===== src/hw/rtl/tkst_pkg.sv =====
// Package for the top-k sorted insert table: sizes, codes and request/response types.
// Used by tkst_cell and top_k_sorted_insert_table. No dependencies.
package tkst_pkg;

    localparam int ENTRIES = 10;
    localparam int IDX_W   = 6;
    localparam int CNT_W   = 7;
    localparam int SCORE_W = 32;
    localparam int HALF_W  = 16;

    localparam logic [CNT_W-1:0] FILL_MAX = CNT_W'(ENTRIES);

    localparam logic [1:0] OP_LOAD   = 2'd0;
    localparam logic [1:0] OP_SUBMIT = 2'd1;
    localparam logic [1:0] OP_READ   = 2'd2;

    localparam logic [1:0] ST_OK    = 2'd0;
    localparam logic [1:0] ST_FULL  = 2'd1;
    localparam logic [1:0] ST_RANGE = 2'd2;

    typedef struct packed {
        logic [1:0]                opcode;
        logic signed [SCORE_W-1:0] entry_score;
        logic [HALF_W-1:0]         entry_level;
        logic [HALF_W-1:0]         entry_name;
        logic [IDX_W-1:0]          entry_index;
    } t_in_req;

    typedef struct packed {
        logic [1:0]                status;
        logic [IDX_W-1:0]          position;
        logic signed [SCORE_W-1:0] out_score;
        logic [HALF_W-1:0]         out_level;
        logic [HALF_W-1:0]         out_name;
        logic signed [SCORE_W-1:0] lowest_score;
        logic [CNT_W-1:0]          fill_count;
    } t_out_resp;

    typedef struct packed {
        logic signed [SCORE_W-1:0] score;
        logic [HALF_W-1:0]         level;
        logic [HALF_W-1:0]         name;
    } t_record;

    // Broadcast from the controller to every cell.
    typedef struct packed {
        logic             load_en;
        logic             submit_en;
        logic [CNT_W-1:0] fill;
        logic [CNT_W-1:0] n_eff;
        t_record          rec;
        logic             rd_en;
        logic [IDX_W-1:0] rd_idx;
        logic             last_en;
        logic [IDX_W-1:0] last_idx;
    } t_cell_ctl;

endpackage


===== src/hw/rtl/tkst_cell.sv =====
// One slot of the sorted table: holds a record, compares it with the incoming score,
// and shifts in its upper neighbor's record on insert. Depends on tkst_pkg.
module tkst_cell (
    input  logic                        i_clk,
    input  logic [tkst_pkg::IDX_W-1:0]  i_index,
    input  tkst_pkg::t_cell_ctl         i_ctl,
    input  tkst_pkg::t_record           i_prev_rec,
    input  logic                        i_found,
    output tkst_pkg::t_record           o_rec,
    output logic                        o_found,
    output logic                        o_placed,
    output tkst_pkg::t_record           o_rd_rec,
    output tkst_pkg::t_record           o_last_rec
);
    import tkst_pkg::*;

    t_record          r_rec;
    t_record          n_rec;
    logic [CNT_W-1:0] w_pos;
    logic             w_in_range;
    logic             w_at_n;
    logic             w_le;
    logic             w_load_hit;
    logic             w_submit_hit;

    assign w_pos      = CNT_W'(i_index);
    assign w_in_range = w_pos < i_ctl.n_eff;
    assign w_at_n     = w_pos == i_ctl.n_eff;
    assign w_le       = w_in_range && (r_rec.score <= i_ctl.rec.score);

    // First slot at or below the new score takes it; with none, the slot just past the
    // kept records does.
    assign w_submit_hit = i_ctl.submit_en && !i_found && (w_le || w_at_n);
    assign w_load_hit   = i_ctl.load_en && (i_ctl.fill < FILL_MAX) && (w_pos == i_ctl.fill);

    always_comb begin
        n_rec = r_rec;
        if (w_submit_hit || w_load_hit) begin
            n_rec = i_ctl.rec;
        end else if (i_ctl.submit_en && i_found && (w_in_range || w_at_n)) begin
            n_rec = i_prev_rec;
        end
    end

    always_ff @(posedge i_clk) begin
        r_rec <= n_rec;
    end

    assign o_rec      = r_rec;
    assign o_found    = i_found || w_le;
    assign o_placed   = w_submit_hit || w_load_hit;
    assign o_rd_rec   = (i_ctl.rd_en && (i_index == i_ctl.rd_idx)) ? r_rec : '0;
    assign o_last_rec = (i_ctl.last_en && (i_index == i_ctl.last_idx)) ? r_rec : '0;

endmodule


===== src/hw/rtl/top_k_sorted_insert_table.sv =====
// Top-k sorted insert table: a row of ENTRIES cells kept in descending score order.
// The cells update at the accept edge; the result is then selected from the updated cells
// and registered into the output once the output register is free of a stalled result.
// A new request is not accepted until the previous result has been registered;
// o_in_stall is high from the accept until then.
// Reset: fill count and handshake state clear; cell contents are not reset.
// Depends on tkst_pkg and tkst_cell.
module top_k_sorted_insert_table (
    input  logic                i_clk,
    input  logic                i_rst_n,
    input  logic                i_in_valid,
    output logic                o_in_stall,
    input  tkst_pkg::t_in_req   i_in,
    output logic                o_out_valid,
    input  logic                i_out_stall,
    output tkst_pkg::t_out_resp o_out
);
    import tkst_pkg::*;

    t_cell_ctl        w_ctl;
    t_record          w_rec   [ENTRIES];
    t_record          w_rd    [ENTRIES];
    t_record          w_last  [ENTRIES];
    logic             w_found [ENTRIES+1];
    logic             w_placed[ENTRIES];

    logic             r_busy;
    logic             r_out_valid;
    logic [CNT_W-1:0] r_fill;
    logic [CNT_W-1:0] n_fill;
    logic [1:0]       r_op;
    logic [1:0]       r_status;
    logic [1:0]       n_status;
    logic [IDX_W-1:0] r_pos;
    logic [IDX_W-1:0] n_pos;
    logic [IDX_W-1:0] r_idx;
    t_out_resp        r_out;
    t_out_resp        n_out;

    logic             w_accept;
    logic             w_emit;
    logic [CNT_W-1:0] w_n_eff;
    logic [IDX_W-1:0] w_place_idx;
    t_record          w_rd_rec;
    t_record          w_last_rec;

    assign w_accept = i_in_valid && !r_busy;
    assign w_emit   = r_busy && (!r_out_valid || !i_out_stall);
    assign w_n_eff  = (r_fill >= FILL_MAX) ? FILL_MAX - CNT_W'(1) : r_fill;

    always_comb begin
        w_ctl.load_en   = w_accept && (i_in.opcode == OP_LOAD);
        w_ctl.submit_en = w_accept && (i_in.opcode == OP_SUBMIT);
        w_ctl.fill      = r_fill;
        w_ctl.n_eff     = w_n_eff;
        w_ctl.rec.score = i_in.entry_score;
        w_ctl.rec.level = i_in.entry_level;
        w_ctl.rec.name  = i_in.entry_name;
        w_ctl.rd_en     = (r_op == OP_READ) && (CNT_W'(r_idx) < r_fill);
        w_ctl.rd_idx    = r_idx;
        w_ctl.last_en   = r_fill != '0;
        w_ctl.last_idx  = IDX_W'(r_fill - CNT_W'(1));
    end

    assign w_found[0] = 1'b0;

    for (genvar g = 0; g < ENTRIES; g++) begin : g_cell
        tkst_cell u_cell (
            .i_clk      (i_clk),
            .i_index    (IDX_W'(g)),
            .i_ctl      (w_ctl),
            .i_prev_rec ((g == 0) ? w_ctl.rec : w_rec[(g == 0) ? 0 : g-1]),
            .i_found    (w_found[g]),
            .o_rec      (w_rec[g]),
            .o_found    (w_found[g+1]),
            .o_placed   (w_placed[g]),
            .o_rd_rec   (w_rd[g]),
            .o_last_rec (w_last[g])
        );
    end

    // One-hot combine across the row.
    always_comb begin
        w_place_idx = '0;
        w_rd_rec    = '0;
        w_last_rec  = '0;
        for (int k = 0; k < ENTRIES; k++) begin
            w_place_idx = w_place_idx | (IDX_W'(k) & {IDX_W{w_placed[k]}});
            w_rd_rec    = w_rd_rec | w_rd[k];
            w_last_rec  = w_last_rec | w_last[k];
        end
    end

    always_comb begin
        n_fill   = r_fill;
        n_status = ST_OK;
        n_pos    = '0;
        unique case (i_in.opcode)
            OP_LOAD: begin
                if (r_fill >= FILL_MAX) begin
                    n_status = ST_FULL;
                end else begin
                    n_pos  = w_place_idx;
                    n_fill = r_fill + CNT_W'(1);
                end
            end
            OP_SUBMIT: begin
                n_pos  = w_place_idx;
                n_fill = w_n_eff + CNT_W'(1);
            end
            OP_READ: begin
                n_pos = i_in.entry_index;
                if (CNT_W'(i_in.entry_index) >= r_fill) begin
                    n_status = ST_RANGE;
                end
            end
            default: begin
            end
        endcase
    end

    always_comb begin
        n_out              = '0;
        n_out.status       = r_status;
        n_out.position     = r_pos;
        n_out.out_score    = w_rd_rec.score;
        n_out.out_level    = w_rd_rec.level;
        n_out.out_name     = w_rd_rec.name;
        n_out.lowest_score = w_last_rec.score;
        n_out.fill_count   = r_fill;
    end

    always_ff @(posedge i_clk) begin
        if (!i_rst_n) begin
            r_busy      <= 1'b0;
            r_out_valid <= 1'b0;
            r_fill      <= '0;
        end else begin
            if (w_accept) begin
                r_busy   <= 1'b1;
                r_fill   <= n_fill;
                r_op     <= i_in.opcode;
                r_status <= n_status;
                r_pos    <= n_pos;
                r_idx    <= i_in.entry_index;
            end else if (w_emit) begin
                r_busy <= 1'b0;
            end
            if (w_emit) begin
                r_out_valid <= 1'b1;
                r_out       <= n_out;
            end else if (r_out_valid && !i_out_stall) begin
                r_out_valid <= 1'b0;
            end
        end
    end

    assign o_in_stall  = r_busy;
    assign o_out_valid = r_out_valid;
    assign o_out       = r_out;

    a_fill_bound: assert property (@(posedge i_clk) disable iff (!i_rst_n)
        r_fill <= FILL_MAX)
        else $error("fill count above table size");

    a_accept_busy: assert property (@(posedge i_clk) disable iff (!i_rst_n)
        w_accept |=> r_busy)
        else $error("accepted request did not enter update stage");

    a_full_refuse: assert property (@(posedge i_clk) disable iff (!i_rst_n)
        (o_out_valid && (o_out.status == ST_FULL)) |-> (o_out.fill_count == FILL_MAX))
        else $error("load refused while table not full");

    a_emit_valid: assert property (@(posedge i_clk) disable iff (!i_rst_n)
        w_emit |=> r_out_valid)
        else $error("result not presented after select stage");

endmodule

===== config.mk =====
export PLATFORM = sky130hd
export DESIGN_NAME = top_k_sorted_insert_table
export DESIGN_NICKNAME = d
export VERILOG_FILES = /design/src/hw/rtl/tkst_pkg.sv /design/src/hw/rtl/tkst_cell.sv /design/src/hw/rtl/top_k_sorted_insert_table.sv
export SDC_FILE = /design/constraint.sdc
export NUM_CORES = 2
export LEC_CHECK = 0
export BUFFER_PORTS_ARGS = -buffer_cell sky130_fd_sc_hd__buf_2
export CORE_MARGIN = 2
export CORE_UTILIZATION = 54
export DETAILED_ROUTE_END_ITERATION = 8
export PLACE_DENSITY = 0.81
export SYNTH_ARGS = -nofsm -noshare
export SYNTH_HDL_FRONTEND = slang
export SYNTH_SLANG_ARGS = --single-unit

===== constraint.sdc =====
create_clock -name i_clk -period 7.2 [get_ports i_clk]
set_input_delay 0 -clock i_clk [delete_from_list [all_inputs] [get_ports i_clk]]
set_output_delay 0 -clock i_clk [all_outputs]
set_load 0.01 [all_outputs]

# Word level (Yosys, flattened, before mapping)
# Cells that the tools add are included.
# totals
romBits	0
input_bits	76
memories	0
latch_bits	0
regBits	776
ramBits	0
# op_classes
eq_ne	40
n_mul	0
add_sub_neg	3
shift	0
n_div	0
n_lt_le_gt_ge	24
bitwise_logic	26
mux	50
reduce_logical	155
# ops
cell	count
$mux W64	38
$or A64 B64 Y64	18
$le A32 B32 Y1	10
$logic_and A1 B1 Y1	84
$eq A3 B7 Y1 const A	8
$eq A3 B6 Y1 const A	8
$logic_or A1 B1 Y1	38
$eq A2 B7 Y1 const A	4
$eq A4 B7 Y1 const A	4
$lt A3 B7 Y1 const A	4
$eq A2 B6 Y1 const A	4
$eq A4 B6 Y1 const A	4
$reduce_bool A2 Y1	12
$pmux W6 S3	1
$add A7 B1 Y7 const B	2
$eq A1 B7 Y1 const A	2
$logic_not A7 Y1	2
$lt A1 B7 Y1 const A	2
$lt A2 B7 Y1 const A	2
$lt A4 B7 Y1 const A	2
$mux W7	2
$pmux W7 S2	1
$eq A1 B6 Y1 const A	2
$logic_not A1 Y1	12
23 further kinds	32

# Logic depth before layout (Yosys ltp)
# logic_depth
ltp_word	19
ltp_mapped	15
ltp_nobuf	12

# By module
# A second synthesis with hierarchy kept.
# unflattened
cells_unflattened	5885
hier_area_um2	57926.8
# by_module_without_submodules
mod	area_per_inst_um2	seq_area_each_um2	instances	cells_each
tkst_cell (g_cell[0].u_cell ...)	4782.1	1921.8	8	449
tkst_cell (g_cell[8].u_cell ...)	6454.9	1921.8	2	829
top_k_sorted_insert_table	6760.2	3993.8	1	635

# Worst setup path after synthesis
# Ideal clock, no wire load.
# synth_timing
kind	in2reg
startpoint	input port i_in[69] (netlist bit)
endpoint	register g_cell[8].u_cell.r_rec, in the netlist g_cell[8].u_cell.o_rec[0], enable pin
arrival_ns	6.900
required_time_ns	6.620
setup_ns	0.580
slack_ns	-0.281
cell_stages	11
cell_sequence	clkbuf_1 inv_1 ha_1 nand4_1 or3_1 nor4_1 a211oi_1 xor2_1 a21oi_1 nor4b_4 o31ai_1
# synth_via
elab_chain_cells	14
word_cells_on_any_way	33
# synth_lines
element	line	rtl
from (decl)	top_k_sorted_insert_table.sv:13	input tkst_pkg::t_in_req i_in,
$le A32 B32 Y1	tkst_cell.sv:29	assign w_le = w_in_range && (r_rec.score <= i_ctl.rec.score);
$logic_and A1 B1 Y1	tkst_cell.sv:29	
$logic_or A1 B1 Y1 (7 in series)	tkst_cell.sv:50	assign o_found = i_found || w_le;
$logic_not A1 Y1	tkst_cell.sv:33	assign w_submit_hit = i_ctl.submit_en && !i_found && (w_le || w_at_n);
$logic_and A1 B1 Y1 (2 in series)	tkst_cell.sv:33	
$logic_or A1 B1 Y1	tkst_cell.sv:38	if (w_submit_hit || w_load_hit) begin
$reduce_bool A2 Y1 (no source line) *	--	
to (signal assigned)	tkst_cell.sv:46	r_rec <= n_rec;
to (decl)	tkst_cell.sv:17	t_record r_rec;
# Every way passes the cells marked *; elsewhere a longest branch is shown, timed or not.
# A chain may end at the register's enable or synchronous reset.

==> impl_metrics.json <==
{
  "status": "complete, no violations",
  "overflow": 0,
  "path_max_fanout": 36,
  "period_share_pct": 77.84,
  "yosys_warnings": 0,
  "die_x_um": 288.8,
  "ff2ff_setup_slack_ps": 1600,
  "path_clk_slew_ps": 60,
  "synthArstFlopShare_pct": 0,
  "hold_path.class": "in -> reg",
  "hold_viol": 0,
  "synth.net_count": 3633,
  "grt_pass1_vias": 32510,
  "track_usage_pct": 35.67,
  "cap_viol_max_count": 0,
  "relSlewSlack_pct": 23.21,
  "ys_seq_area_share_pct": 53.01,
  "grt_pass1_wl_mm": 217.8,
  "viasPerCell": 7.252,
  "clkLatencyLatePin_ps": 680,
  "multi_input_area_um2": 19810,
  "ys.flop_type": "edfxtp_1",
  "ant_nets": 0,
  "min_period_ps": 5604,
  "first_pass_iters": 8,
  "p_per_area_nw_per_um2": 203.5,
  "synth_top_area_cell": "edfxtp_1",
  "synth_top_area_share_pct": 52.60,
  "critPathArrivalTime_ps": 6010,
  "syn2layout_area_growth_pct": 13.46,
  "yosys-top-cells-area": "edfxtp_1, mux2_2, ha_1",
  "fin_ws_ps": 1596,
  "critPathKind": "reg -> reg",
  "cts-htree-levels": 3,
  "end_kind": "flip-flop",
  "cts_made_buffers": 83,
  "grt_max_degree": 66,
  "dp_slack_ps": 1631,
  "global_route.usage.met3_pct": 9.147,
  "core_area_um2": 80420,
  "busiest_layer": "met2",
  "postRouteWirelength_mm": 151.7,
  "cp.required_ps": 7600,
  "setup_violations": 0,
  "dieArea_um2": 83380,
  "num-fill-cells": 6006,
  "p_leak_nw": 17.71,
  "clockBufferDepth": 3,
  "route.detailed.drc": 0,
  "syn_area_per_cell_um2": 13.44,
  "placed_cell_area_um2": 46100,
  "synthCells": 3257,
  "vias": 33360,
  "final_common_cell": "edfxtp_1",
  "post_synth_instance_area_um2": 43790,
  "layout_common_cells": "edfxtp_1, mux2_2, ha_1",
  "portBuffers": 188,
  "wl_per_cell_um": 32.97,
  "grt_antenna_before_repair": 5,
  "fp.dieH_um": 288.8,
  "drv_slew": 0,
  "synth-edff-count": 767,
  "drt-initial-drc-count": 5389,
  "cts-root-buf": "clkbuf_16",
  "ys_types": 77,
  "met2_usage_pct": 54.91,
  "worst_setup_path_start_kind": "flip-flop",
  "cts_sinks": 776,
  "start_util_pct": 54.45,
  "final_layout_size_suffix_gt1_share_pct": 29.39,
  "rsz0062_at_grt": "no",
  "rows": 104,
  "ir_worst_vdd_uv": 177.5,
  "synth_seq_cells": 776,
  "worst_slew_pin_slew_ps": 1149,
  "dp_hpwl_mm": 90.89,
  "cts_tree": "done",
  "fmax_mhz": 178.4,
  "use_met1_pct": 47.27,
  "place_congestion": 1.008,
  "ios": 189,
  "fin_tns_setup_ps": 0,
  "finClkSkew_ps": 41.28,
  "cts_resized": 0,
  "final_nets": 3844,
  "fin_area_um2": 49680,
  "ff_latch_area_um2": 23210
}
## report_power, final
group	leakage [nW]	switching (W)	internal, W
clock	1.34	0.00193	0.00253
sequential	6.97	0.0000374	0.00498
combinational	9.41	0.000407	0.000226
## registers in the layout (all words and copies together) (netlist names)
signal,flops
r_pos,6
r_idx,6
o_out,111
r_op,2
r_status,2
o_out_valid,1
g_cell.u_cell.o_rec,640
r_fill,7
o_in_stall,1
## layer usage
layer / routed length [um] / part of all wire (%)
met1: 55230 / 36
met4: 7940 / 5.2
met5: 39 / 0.026
met3: 20560 / 14
met2: 67900 / 45
## logic make-up (layout without fill, tap and decap cells)
kind of cell / Yosys count / in the layout / synth area share, %
multiplexers: 673 / 673 / 17.62
XOR/XNOR: 2 / 2 / 0.04001
buffers and inverters: 268 / 546 / 2.597
AND/OR/NAND/NOR: 495 / 495 / 5.658
flip-flops: 776 / 776 / 53.01
adder cells (fa/ha/maj): 300 / 300 / 8.573
other: 0 / 5 / 0
AO/OA/AOI/OAI: 743 / 743 / 12.50
## path summary, 6_finish.rpt
| check | from | end | depth (start not counted) |
|---|---|---|---|
| max | g_cell[3].u_cell.o_rec[43] | g_cell[9].u_cell.o_rec[54] | 12 |
| min | i_in[5] | r_idx[5] | 2 |
| max reg2reg | g_cell[3].u_cell.o_rec[43] | g_cell[9].u_cell.o_rec[54] | 12 |
| min reg2reg | r_status[0] | o_out[109] | 0 |
## cells in the mapped netlist, drive strengths merged (6+ instances only)
| library cell | count |
|---|---|
| nor4 | 14 |
| mux2i | 69 |
| a211oi | 18 |
| a222oi | 52 |
| nand3 | 121 |
| inv | 63 |
| nor3 | 19 |
| nor2b | 8 |
| o211ai | 11 |
| a2111oi | 12 |
| ha | 300 |
| o2bb2ai | 59 |
| a22o | 25 |
| a22oi | 155 |
| edfxtp | 767 |
| dfxtp | 9 |
| clkbuf | 147 |
| nand4 | 59 |
| buf | 56 |
| a21oi | 139 |
| o21ai | 89 |
| a221oi | 91 |
| a21o | 27 |
| o31ai | 6 |
| nor2 | 79 |
| nand2b | 20 |
| nand2 | 136 |
| and3 | 6 |
| and2 | 8 |
| mux2 | 604 |
## metrics by stage
| stage | hold slack (ps) | util, % | cells | total power, W |
|---|---|---|---|---|
| 2_1_floorplan | 98.87 | - | 3257 | 0.005442 |
| 3_3_place_gp | 213.8 | 57.32 | 4368 | 0.005666 |
| 3_5_place_dp | 214.9 | 57.32 | 4368 | 0.005678 |
| 4_1_cts | 142.2 | 61.76 | 4595 | 0.01010 |
| 5_1_grt | 153.4 | 61.77 | 4596 | 0.01033 |
| 6_report | 152.9 | 61.78 | 4600 | 0.01011 |
## cell type report
cell class	count	area share, %
multi-input cells	2213	39.88
clock buffers	99	4.405
clock inverters	53	1.269
flip-flops and latches	776	46.73
inverters	65	0.4911
well taps	1060	2.670
repair buffers	329	4.528
diodes	5	0.02519
## worst max-delay path: stages (launching register included)
cell and delay [ps]:
edfxtp_1 450, ha_1 370, nand4_1 200, nor4_1 770, o21ai_0 380, a41oi_1 230, o21ai_0 210, a21oi_1 300
nand3_4 210, nor4b_4 570, a21bo_4 790, buf_4 490, mux2_2 380
## repair_timing
| item | in CTS | in global routing |
|---|---|---|
| buffers inserted | 0 | 0 |
| hold buffers | 75 | 0 |
| hold endpoints to repair | 665 | 0 |
(Power assumes the default switching activity.)
